===== config.mk =====
export PLATFORM = sky130hd
export DESIGN_NAME = hsv_to_rgb_converter
export DESIGN_NICKNAME = d
export VERILOG_FILES = /design/src/rtl/hsv_pkg.sv /design/src/rtl/hsv_prep.sv /design/src/rtl/hsv_terms.sv /design/src/rtl/hsv_to_rgb_converter.sv
export SDC_FILE = /design/constraint.sdc
export NUM_CORES = 2
export LEC_CHECK = 0
export BUFFER_PORTS_ARGS = -buffer_cell sky130_fd_sc_hd__buf_2
export CAP_MARGIN = 10
export CORE_MARGIN = 8
export CORE_UTILIZATION = 60
export CTS_BUF_LIST = sky130_fd_sc_hd__clkbuf_4 sky130_fd_sc_hd__clkbuf_8 sky130_fd_sc_hd__clkbuf_16
export DETAILED_ROUTE_END_ITERATION = 7
export PLACE_DENSITY = 0.77
export SYNTH_ARGS = -nofsm -noshare
export SYNTH_HDL_FRONTEND = slang
export SYNTH_SLANG_ARGS = --single-unit

===== constraint.sdc =====
create_clock -name clk -period 6.45 [get_ports clk]
set_clock_uncertainty 0.15 [all_clocks]
set_input_delay 1.29 -clock clk [delete_from_list [all_inputs] [get_ports clk]]
set_output_delay 1.29 -clock clk [all_outputs]
set_load 0.02 [all_outputs]

===== src/rtl/hsv_pkg.sv =====
// Shared types and constants for the HSV to RGB converter.
// No dependencies; every other file in rtl/ uses this package.
`default_nettype none

package hsv_pkg;

	localparam int HUE_W = 9;
	localparam int CH_W  = 8;
	localparam int REM_W = 6;

	localparam logic [HUE_W-1:0] HUE_WRAP   = 9'd360;
	localparam logic [REM_W-1:0] SECTOR_DEG = 6'd60;
	localparam logic [CH_W-1:0]  FULL       = 8'd255;

	// numerator and product widths
	localparam int NUM_W = 14;  // 255 * 60 = 15300
	localparam int PA_W  = 16;  // v * (255 - s)
	localparam int X_W   = 22;  // v * (15300 - s * r)
	localparam int PP_W  = 33;
	localparam int QP_W  = 45;

	localparam logic [NUM_W-1:0] FULL_SECTOR = 14'd15300;

	// reciprocal division: floor(x / 255) = (x * P_RECIP) >> P_SHIFT for x <= 65025
	localparam int P_RECIP_W = 17;
	localparam logic [P_RECIP_W-1:0] P_RECIP = 17'd65794;
	localparam int P_SHIFT = 24;

	// floor(x / 15300) = (x * QT_RECIP) >> QT_SHIFT for x <= 255 * 15300
	localparam int QT_RECIP_W = 23;
	localparam logic [QT_RECIP_W-1:0] QT_RECIP = 23'd4491470;
	localparam int QT_SHIFT = 36;

	typedef enum logic [2:0] {
		SEC_RED_YEL = 3'd0,
		SEC_YEL_GRN = 3'd1,
		SEC_GRN_CYN = 3'd2,
		SEC_CYN_BLU = 3'd3,
		SEC_BLU_MAG = 3'd4,
		SEC_MAG_RED = 3'd5
	} sector_t;

	// control that travels down the pipeline with each request
	typedef struct packed {
		logic    valid;
		sector_t sector;
		logic    v_zero;
		logic    s_zero;
	} ctl_t;

endpackage

`default_nettype wire


===== src/rtl/hsv_prep.sv =====
// Stage 1: hue wrap and split into sector and remainder.
// Depends on hsv_pkg.
`default_nettype none

module hsv_prep (
	input  wire logic                          clk,
	input  wire logic                          arst_n,
	input  wire logic                          start,
	input  wire logic [hsv_pkg::HUE_W-1:0]     hue_deg,
	input  wire logic [hsv_pkg::CH_W-1:0]      saturation,
	input  wire logic [hsv_pkg::CH_W-1:0]      brightness,
	output hsv_pkg::ctl_t                      ctl_s1,
	output logic      [hsv_pkg::REM_W-1:0]     rem_s1,
	output logic      [hsv_pkg::CH_W-1:0]      sat_s1,
	output logic      [hsv_pkg::CH_W-1:0]      val_s1
);

	logic [hsv_pkg::HUE_W-1:0] hue_w;
	logic [hsv_pkg::HUE_W-1:0] base;
	logic [hsv_pkg::HUE_W-1:0] diff;
	hsv_pkg::sector_t          sector;

	always_comb begin
		hue_w = (hue_deg >= hsv_pkg::HUE_WRAP) ? hue_deg - hsv_pkg::HUE_WRAP : hue_deg;
		priority if (hue_w >= 9'd300) begin
			sector = hsv_pkg::SEC_MAG_RED;
			base   = 9'd300;
		end else if (hue_w >= 9'd240) begin
			sector = hsv_pkg::SEC_BLU_MAG;
			base   = 9'd240;
		end else if (hue_w >= 9'd180) begin
			sector = hsv_pkg::SEC_CYN_BLU;
			base   = 9'd180;
		end else if (hue_w >= 9'd120) begin
			sector = hsv_pkg::SEC_GRN_CYN;
			base   = 9'd120;
		end else if (hue_w >= 9'd60) begin
			sector = hsv_pkg::SEC_YEL_GRN;
			base   = 9'd60;
		end else begin
			sector = hsv_pkg::SEC_RED_YEL;
			base   = 9'd0;
		end
		diff = hue_w - base;
	end

	always_ff @(posedge clk or negedge arst_n) begin
		if (!arst_n) begin
			ctl_s1 <= '0;
		end else begin
			ctl_s1.valid  <= start;
			ctl_s1.sector <= sector;
			ctl_s1.v_zero <= (brightness == '0);
			ctl_s1.s_zero <= (saturation == '0);
		end
	end

	always_ff @(posedge clk) begin
		rem_s1 <= diff[hsv_pkg::REM_W-1:0];
		sat_s1 <= saturation;
		val_s1 <= brightness;
	end

endmodule

`default_nettype wire


===== src/rtl/hsv_terms.sv =====
// Stages 2 to 4: p, q and t terms by multiplication and reciprocal division.
// Depends on hsv_pkg.
`default_nettype none

module hsv_terms (
	input  wire logic                          clk,
	input  wire logic                          arst_n,
	input  wire hsv_pkg::ctl_t                 ctl_s1,
	input  wire logic [hsv_pkg::REM_W-1:0]     rem_s1,
	input  wire logic [hsv_pkg::CH_W-1:0]      sat_s1,
	input  wire logic [hsv_pkg::CH_W-1:0]      val_s1,
	output hsv_pkg::ctl_t                      ctl_s4,
	output logic      [hsv_pkg::CH_W-1:0]      val_s4,
	output logic      [hsv_pkg::CH_W-1:0]      p_term,
	output logic      [hsv_pkg::CH_W-1:0]      q_term,
	output logic      [hsv_pkg::CH_W-1:0]      t_term
);

	hsv_pkg::ctl_t ctl_s2, ctl_s3;
	logic [hsv_pkg::CH_W-1:0]  val_s2, val_s3;
	logic [hsv_pkg::REM_W-1:0] rem_c;
	logic [hsv_pkg::NUM_W-1:0] sr_s2, st_s2;
	logic [hsv_pkg::PA_W-1:0]  pa_s2;
	logic [hsv_pkg::NUM_W-1:0] nq, nt;
	logic [hsv_pkg::X_W-1:0]   xq_s3, xt_s3;
	logic [hsv_pkg::PP_W-1:0]  pp_s3;
	logic [hsv_pkg::QP_W-1:0]  yq_s4, yt_s4;
	logic [hsv_pkg::CH_W-1:0]  p_s4;

	always_comb begin
		rem_c = hsv_pkg::SECTOR_DEG - rem_s1;
		nq    = hsv_pkg::FULL_SECTOR - sr_s2;
		nt    = hsv_pkg::FULL_SECTOR - st_s2;
	end

	always_ff @(posedge clk or negedge arst_n) begin
		if (!arst_n) begin
			ctl_s2 <= '0;
			ctl_s3 <= '0;
			ctl_s4 <= '0;
		end else begin
			ctl_s2 <= ctl_s1;
			ctl_s3 <= ctl_s2;
			ctl_s4 <= ctl_s3;
		end
	end

	always_ff @(posedge clk) begin
		// stage 2: scaled remainders and the v(1-s) numerator
		val_s2 <= val_s1;
		sr_s2  <= hsv_pkg::NUM_W'(sat_s1) * hsv_pkg::NUM_W'(rem_s1);
		st_s2  <= hsv_pkg::NUM_W'(sat_s1) * hsv_pkg::NUM_W'(rem_c);
		pa_s2  <= hsv_pkg::PA_W'(val_s1) * hsv_pkg::PA_W'(hsv_pkg::FULL - sat_s1);
		// stage 3: q and t numerators, p reciprocal product
		val_s3 <= val_s2;
		xq_s3  <= hsv_pkg::X_W'(val_s2) * hsv_pkg::X_W'(nq);
		xt_s3  <= hsv_pkg::X_W'(val_s2) * hsv_pkg::X_W'(nt);
		pp_s3  <= hsv_pkg::PP_W'(pa_s2) * hsv_pkg::PP_W'(hsv_pkg::P_RECIP);
		// stage 4: q and t reciprocal products, p term from its product
		val_s4 <= val_s3;
		yq_s4  <= hsv_pkg::QP_W'(xq_s3) * hsv_pkg::QP_W'(hsv_pkg::QT_RECIP);
		yt_s4  <= hsv_pkg::QP_W'(xt_s3) * hsv_pkg::QP_W'(hsv_pkg::QT_RECIP);
		p_s4   <= pp_s3[hsv_pkg::P_SHIFT +: hsv_pkg::CH_W];
	end

	assign p_term = p_s4;
	assign q_term = yq_s4[hsv_pkg::QT_SHIFT +: hsv_pkg::CH_W];
	assign t_term = yt_s4[hsv_pkg::QT_SHIFT +: hsv_pkg::CH_W];

endmodule

`default_nettype wire


===== src/rtl/hsv_to_rgb_converter.sv =====
// Top level of the HSV to RGB converter: five-stage pipeline, one pixel per clock.
// Depends on hsv_pkg, hsv_prep and hsv_terms.
//
//   channel   ports                               direction  timing
//   request   start, hue_deg, saturation,         in         taken when start & !busy
//             brightness
//   result    done, red, green, blue              out        one-cycle strobe on done
//
// A request taken with start passes through stage 1, stages 2 to 4 and the output
// register before its result shows with done high; a new request is taken every cycle.
// Stages 2 to 4 hold the multipliers, and each registers the products it forms.
// busy stays low; the pipeline never stalls since results cannot be held off.
// Reset clears the valid bits of every stage, so no result appears from stale data.
`default_nettype none

module hsv_to_rgb_converter (
	input  wire logic                      clk,
	input  wire logic                      arst_n,
	input  wire logic                      start,
	output logic                           busy,
	input  wire logic [hsv_pkg::HUE_W-1:0] hue_deg,
	input  wire logic [hsv_pkg::CH_W-1:0]  saturation,
	input  wire logic [hsv_pkg::CH_W-1:0]  brightness,
	output logic                           done,
	output logic      [hsv_pkg::CH_W-1:0]  red,
	output logic      [hsv_pkg::CH_W-1:0]  green,
	output logic      [hsv_pkg::CH_W-1:0]  blue
);

	hsv_pkg::ctl_t            ctl_s1, ctl_s4;
	logic [hsv_pkg::REM_W-1:0] rem_s1;
	logic [hsv_pkg::CH_W-1:0]  sat_s1, val_s1, val_s4;
	logic [hsv_pkg::CH_W-1:0]  p_term, q_term, t_term;
	logic [hsv_pkg::CH_W-1:0]  r_d, g_d, b_d;

	// the pipeline takes a request every cycle
	assign busy = 1'b0;

	// stage 1: wrap the hue, find its sector and remainder
	hsv_prep u_prep (
		.clk        (clk),
		.arst_n     (arst_n),
		.start      (start),
		.hue_deg    (hue_deg),
		.saturation (saturation),
		.brightness (brightness),
		.ctl_s1     (ctl_s1),
		.rem_s1     (rem_s1),
		.sat_s1     (sat_s1),
		.val_s1     (val_s1)
	);

	// stages 2 to 4: form p, q and t
	hsv_terms u_terms (
		.clk    (clk),
		.arst_n (arst_n),
		.ctl_s1 (ctl_s1),
		.rem_s1 (rem_s1),
		.sat_s1 (sat_s1),
		.val_s1 (val_s1),
		.ctl_s4 (ctl_s4),
		.val_s4 (val_s4),
		.p_term (p_term),
		.q_term (q_term),
		.t_term (t_term)
	);

	// stage 5: route V, p, q and t to the channels by sector, or give black or grey
	always_comb begin
		if (ctl_s4.v_zero) begin
			// black
			r_d = '0;
			g_d = '0;
			b_d = '0;
		end else if (ctl_s4.s_zero) begin
			// grey
			r_d = val_s4;
			g_d = val_s4;
			b_d = val_s4;
		end else begin
			unique case (ctl_s4.sector)
				hsv_pkg::SEC_RED_YEL: begin
					r_d = val_s4; g_d = t_term; b_d = p_term;
				end
				hsv_pkg::SEC_YEL_GRN: begin
					r_d = q_term; g_d = val_s4; b_d = p_term;
				end
				hsv_pkg::SEC_GRN_CYN: begin
					r_d = p_term; g_d = val_s4; b_d = t_term;
				end
				hsv_pkg::SEC_CYN_BLU: begin
					r_d = p_term; g_d = q_term; b_d = val_s4;
				end
				hsv_pkg::SEC_BLU_MAG: begin
					r_d = t_term; g_d = p_term; b_d = val_s4;
				end
				default: begin
					r_d = val_s4; g_d = p_term; b_d = q_term;
				end
			endcase
		end
	end

	// hold the strobe for one cycle per result
	always_ff @(posedge clk or negedge arst_n) begin
		if (!arst_n) begin
			done <= 1'b0;
		end else begin
			done <= ctl_s4.valid;
		end
	end

	always_ff @(posedge clk) begin
		red   <= r_d;
		green <= g_d;
		blue  <= b_d;
	end

`ifndef NO_ASSERTIONS
	a_latency: assert property (@(posedge clk) disable iff (!arst_n)
		start |-> ##5 done)
		else $error("request did not produce a result after five cycles");

	a_no_spurious: assert property (@(posedge clk) disable iff (!arst_n)
		done |-> $past(start, 5))
		else $error("result without a matching request");

	a_black: assert property (@(posedge clk) disable iff (!arst_n)
		(done && ($past(brightness, 5) == '0)) |-> (red == '0 && green == '0 && blue == '0))
		else $error("zero value did not give black");

	a_grey: assert property (@(posedge clk) disable iff (!arst_n)
		(done && ($past(saturation, 5) == '0)) |-> (red == green && green == blue))
		else $error("zero saturation did not give grey");

	a_max_is_value: assert property (@(posedge clk) disable iff (!arst_n)
		done |-> (red == $past(brightness, 5) || green == $past(brightness, 5) ||
			blue == $past(brightness, 5)))
		else $error("no channel carries the value term");
`endif

endmodule

`default_nettype wire

* Word-level counts from Yosys, hierarchy flattened
Index checks and enable logic that the tools add are counted.
** Storage, ports and cells
- Input port bits :: 28
- Latch bits :: 0
- Output and inout port bits :: 26
- Memories kept :: 0
- Flip-flop bits (word level) :: 308
- RAM bits :: 0
- Logic and storage cells :: 83
- Memory bits (read-only) :: 0
** Operators by class
- Add/subtract/negate cells :: 6
- Equality and inequality tests :: 4
- Reduce and logical (&&, ||, !) cells :: 7
- Div/mod/pow operators :: 0
- Bitwise gates (word level) :: 0
- Multiplexer cells :: 17
- Shifts and indexed selects :: 0
- Order comparisons :: 6
- Multiply operators :: 8
** Operators with widths (number)
- $mul 22x22->43 const B :: 2
- $pmux 8 s3 :: 3
- $mul 8x14->22 :: 2
- $mul 16x16->31 const B :: 1
- $mux 6 :: 5
- $mul 8x6->14 :: 2
- $sub 14x14->14 const A :: 2
- $mux 8 :: 3
- $ge 9x8->1 const B :: 2
- $ge 9x9->1 const B :: 2
- $logic_not 8->1 :: 2
- $mul 8x16->16 :: 1
- $mux 3 :: 4
- $ge 9x6->1 const B :: 1
- $ge 9x7->1 const B :: 1
- $mux 9 :: 1
- $sub 8x8->9 const A :: 1
- $sub 9x9->9 const B :: 1
- $reduce_or 2->1 :: 4
- $eq 3x2->1 const B :: 2
- $sub 6x6->6 :: 1
- $sub 6x6->6 const A :: 1
- $eq 3x1->1 const B :: 1
- $eq 3x3->1 const B :: 1
- 2 further kinds :: 2

* Logic depth before layout (Yosys ltp)
- Depth after elaboration :: 9
- Mapped depth :: 25
- Mapped depth without buffers :: 24

* Cells and area by module
Synthesis repeated with hierarchy kept, for this count alone.
** Unflattened totals
- Cells, all modules :: 3256
- Area, all modules :: 31870.6 um^2
** By module, submodules not included
- hsv_terms :: seq. area each 3293.2 um^2, instances 1, cells an instance 2936, area an instance 28941.5 um^2
- hsv_to_rgb_converter :: seq. area each 505.5 um^2, instances 1, cells an instance 196, area an instance 1665.3 um^2
- hsv_prep :: seq. area each 590.6 um^2, instances 1, cells an instance 124, area an instance 1263.7 um^2

* Least setup slack after synthesis
OpenSTA, ideal clock, no wires.
- Path kind :: register -> register
- From :: reg u_terms.xt_s3[16] in the netlist's numbering
- To :: reg u_terms.yt_s4[43] in the netlist's numbering
- Setup time :: 0.091 ns
- Slack :: 0.836 ns
- Clock period less this slack :: 5.614 ns
- Path buffers :: 0
- Required time :: 6.209 ns
- Data arrival time :: 5.373 ns
- Cell stages (with the launch flop) :: 19
- Cell sequence :: dfxtp_1 -> ha_1 -> fa_1 -> inv_1 -> fa_1 -> inv_1 -> ha_1 -> fa_1 -> fa_1 -> fa_1 -> ha_1 -> and4_1 -> and4_1 -> o2111ai_1 -> a311o_1 -> o21ai_1 -> a31o_2 -> a211oi_1 -> a311oi_1
** On the way
- Word-level cells in the longest chain between the ends :: 1
** RTL lines
- start: declaration :: RTL line hsv_terms.sv:25 : logic [hsv_pkg::X_W-1:0] xq_s3, xt_s3;
- start signal: assignment :: RTL line hsv_terms.sv:57 : xt_s3 <= hsv_pkg::X_W'(val_s2) * hsv_pkg::X_W'(nt);
- $mul 22x22->43 :: RTL line hsv_terms.sv:62 : yt_s4 <= hsv_pkg::QP_W'(xt_s3) * hsv_pkg::QP_W'(hsv_pkg::QT_RECIP);
- end signal: assignment :: RTL line hsv_terms.sv:62
- end: declaration :: RTL line hsv_terms.sv:27 : logic [hsv_pkg::QP_W-1:0] yq_s4, yt_s4;
Every way passes these cells.
A chain may end at the register's enable or synchronous reset.

* Worst setup path after layout
- From :: reg u_terms.xq_s3[15] in the netlist's numbering
- To :: reg u_terms.yq_s4[40] in the netlist's numbering
** On the way
- Word-level cells in the longest chain between the ends :: 1
** RTL lines
- start: declaration :: RTL line hsv_terms.sv:25
- start signal: assignment :: RTL line hsv_terms.sv:56 : xq_s3 <= hsv_pkg::X_W'(val_s2) * hsv_pkg::X_W'(nq);
- $mul 22x22->43 :: RTL line hsv_terms.sv:61 : yq_s4 <= hsv_pkg::QP_W'(xq_s3) * hsv_pkg::QP_W'(hsv_pkg::QT_RECIP);
- end signal: assignment :: RTL line hsv_terms.sv:61
- end: declaration :: RTL line hsv_terms.sv:27
Every way passes these cells.

==> impl_metrics.ini <==
[finish]
nFillCells = 4246
final_common_cell = inv_1
layout-drive-gt1-share = 0.05191
nNetsFinal = 4520
layout_common_cells = inv_1, ha_1, fa_1
area_delta_synth_final_pct = 6.519
n_antenna_cell = 0

[placement]
gp_congestion = 0.9086
dp_hpwl_um = 55760
pre_cts_slack_ns = 0.2033
port_buffers = 52

[die]
core_sq_um = 53500
boundaryPins = 54
initial_core_util = 0.6041
die_area_sq_um = 61550
rows = 85
die_height_um = 248.1
die_w_um = 248.1

[drt]
routed_via_density = 5.425
vias = 22270
wl_um = 65740
drtPass1Iterations = 5
drc = 0
drtIter0Drc = 1244
ant_nets = 0
avgRoutedWirePerCell_um = 16.01

[hold_path]
hold_class = reg2reg

[clock_tree]
cts.sinks = 213
clk_path_buf_depth = 3
tritoncts = yes
clock_latency_ns = 0.56
numCtsBuffers = 25
postCtsHoldBufs = 0
cts_setup_buffers = 0
cts-root-buf = clkbuf_16
h-tree-depth = 1
clkTransAtPathRegs_ns = 0.07
cts_resized = 0

[timing]
setup_violations = 0
fin_setup_tns_ns = 0
holdWs_ns = 0.1678
slew_headroom = 0.3525
hold_violations = 0
fmax_mhz = 160.2
post-route-min-period_ns = 6.242
rsz0062_at_grt = false
fin_ws_ns = 0.2077
tightest_slew_ns = 0.9712
drv_slew = 0
period_share = 0.9678

[run]
cap_violations = 0

[critical_path]
path_max_fanout = 6
cp-start-kind = flip-flop
arrival_ns = 6.52
critical_path_required_ns = 6.73
slowest_delay_ns = 0.56
cp_cell_sequence = ha_1 > inv_1 > fa_1 > inv_1 > fa_1 > ha_1 > inv_1 > fa_1 > inv_1 > fa_1 > inv_1 > fa_1 > inv_1 > ha_1 > a2111o_1 > o311ai_0 > a2111oi_0 > a211oi_1 > o311ai_0 > xor2_1
cp_slowest_cell = o311ai_0
path_class = reg2reg
cp-end-kind = flip-flop
cpMostUsedCell = inv_1

[global_routing]
grt_max_degree = 35
grt_pass1_wl_um = 112100
track_usage = 0.2211
antenna_found_initial = 1
grt_pass1_vias = 23550
overflow = 0

[status]
status = finished, final reports clean

[logic_synthesis]
seq_area_frac_synth = 0.1358
synth.net_count = 4452
netlist_instances = 3323
avgSynthCellArea_sq_um = 9.726
synth_enable_flop_cells = 0
synth-async-reset-ratio = 0.1174
ys_types = 83
synth-seq-cells = 213
netlist_area_sq_um = 32320
ys.warnings.count = 0
synthFlopType = dfxtp_1
-- sequential cells by signal, indices dropped and copies added (netlist names), 13 cells and up --
signal and count:
u_terms.xq_s3 22, u_terms.xt_s3 21, u_terms.pa_s2 16, u_terms.sr_s2 14
u_terms.st_s2 13
-- through the flow --
step           instance area (sq um)  utilization  cells
2_1_floorplan                  32320            -   3323
3_3_place_gp                   33570       0.6275   4060
3_5_place_dp                   33570       0.6275   4060
4_1_cts                        34410       0.6433   4106
5_1_grt                        34430       0.6435   4106
6_report                       34430       0.6435   4106
-- cell usage after synthesis (35+ instances only) --
library cell    n  area, sq um
inv_1         709         2661
ha_1          644         8058
fa_1          457         9149
and2_1        192         1201
dfxtp_1       188         3764
nand2_1       140        525.5
a21oi_1       112        560.5
nor2b_1        96        600.6
nor2_1         87        326.6
xnor2_1        78        683.2
o21ai_0        62        310.3
a21o_1         48        360.4
nand2b_1       47        294.0
clkbuf_1       46        172.7
mux2i_1        35        350.3
xor2_1         35        306.5
-- worst paths after layout --
check	start	endpoint	slack, ns	cells after the start
min in group asynchronous	arst_n	u_terms.ctl_s2[5]	0.56	1
worst max-delay path	u_terms.xq_s3[15]	u_terms.yq_s4[40]	0.21	20
worst max register to register	u_terms.xq_s3[15]	u_terms.yq_s4[40]	0.21	20
max in group asynchronous	arst_n	u_terms.ctl_s2[4]	5.21	1
worst min-delay path	u_terms.pp_s3[24]	u_terms.p_term[0]	0.17	0
worst min register to register	u_terms.pp_s3[24]	u_terms.p_term[0]	0.17	0
-- area by class of cell --
cell class	instances	area, sq um	share of cell area
sequential	213	4393	0.1276
clock inverter	21	221.5	0.006433
multi-input combinational	2344	25060	0.7278
timing repair buffer	96	590.6	0.01715
inverter	711	2669	0.07752
tap	696	870.8	0.02530
clock buffer	25	625.6	0.01817
-- per-layer routing --
layer  global-route usage  wire length (um)
met1               0.2951             30010
met2               0.3790             31410
met3              0.02648              2683
met4              0.05886              1618
met5                    0                13
-- cells by family after synthesis --
family | synth area share
fa+ha+maj | 0.5328
buf+inv | 0.08916
simple gates | 0.1129
compound gates | 0.08622
flops | 0.1358
xor+xnor | 0.03148
mux | 0.01154
other cells | 0.0001160
-- worst max-delay path, delay by kind of cell, from the launching register on --
| kind | cells | cell delay, ns |
|---|---|---|
| buffers and inverters | 6 | 0.36 |
| flip-flops | 1 | 0.52 |
| XOR/XNOR | 1 | 0.17 |
| AO/OA/AOI/OAI | 5 | 1.73 |
| adder cells (fa/ha/maj) | 8 | 3.19 |
Power is not shown: default switching activity piles up to over one toggle a cycle in this logic, so the estimate is an artifact.
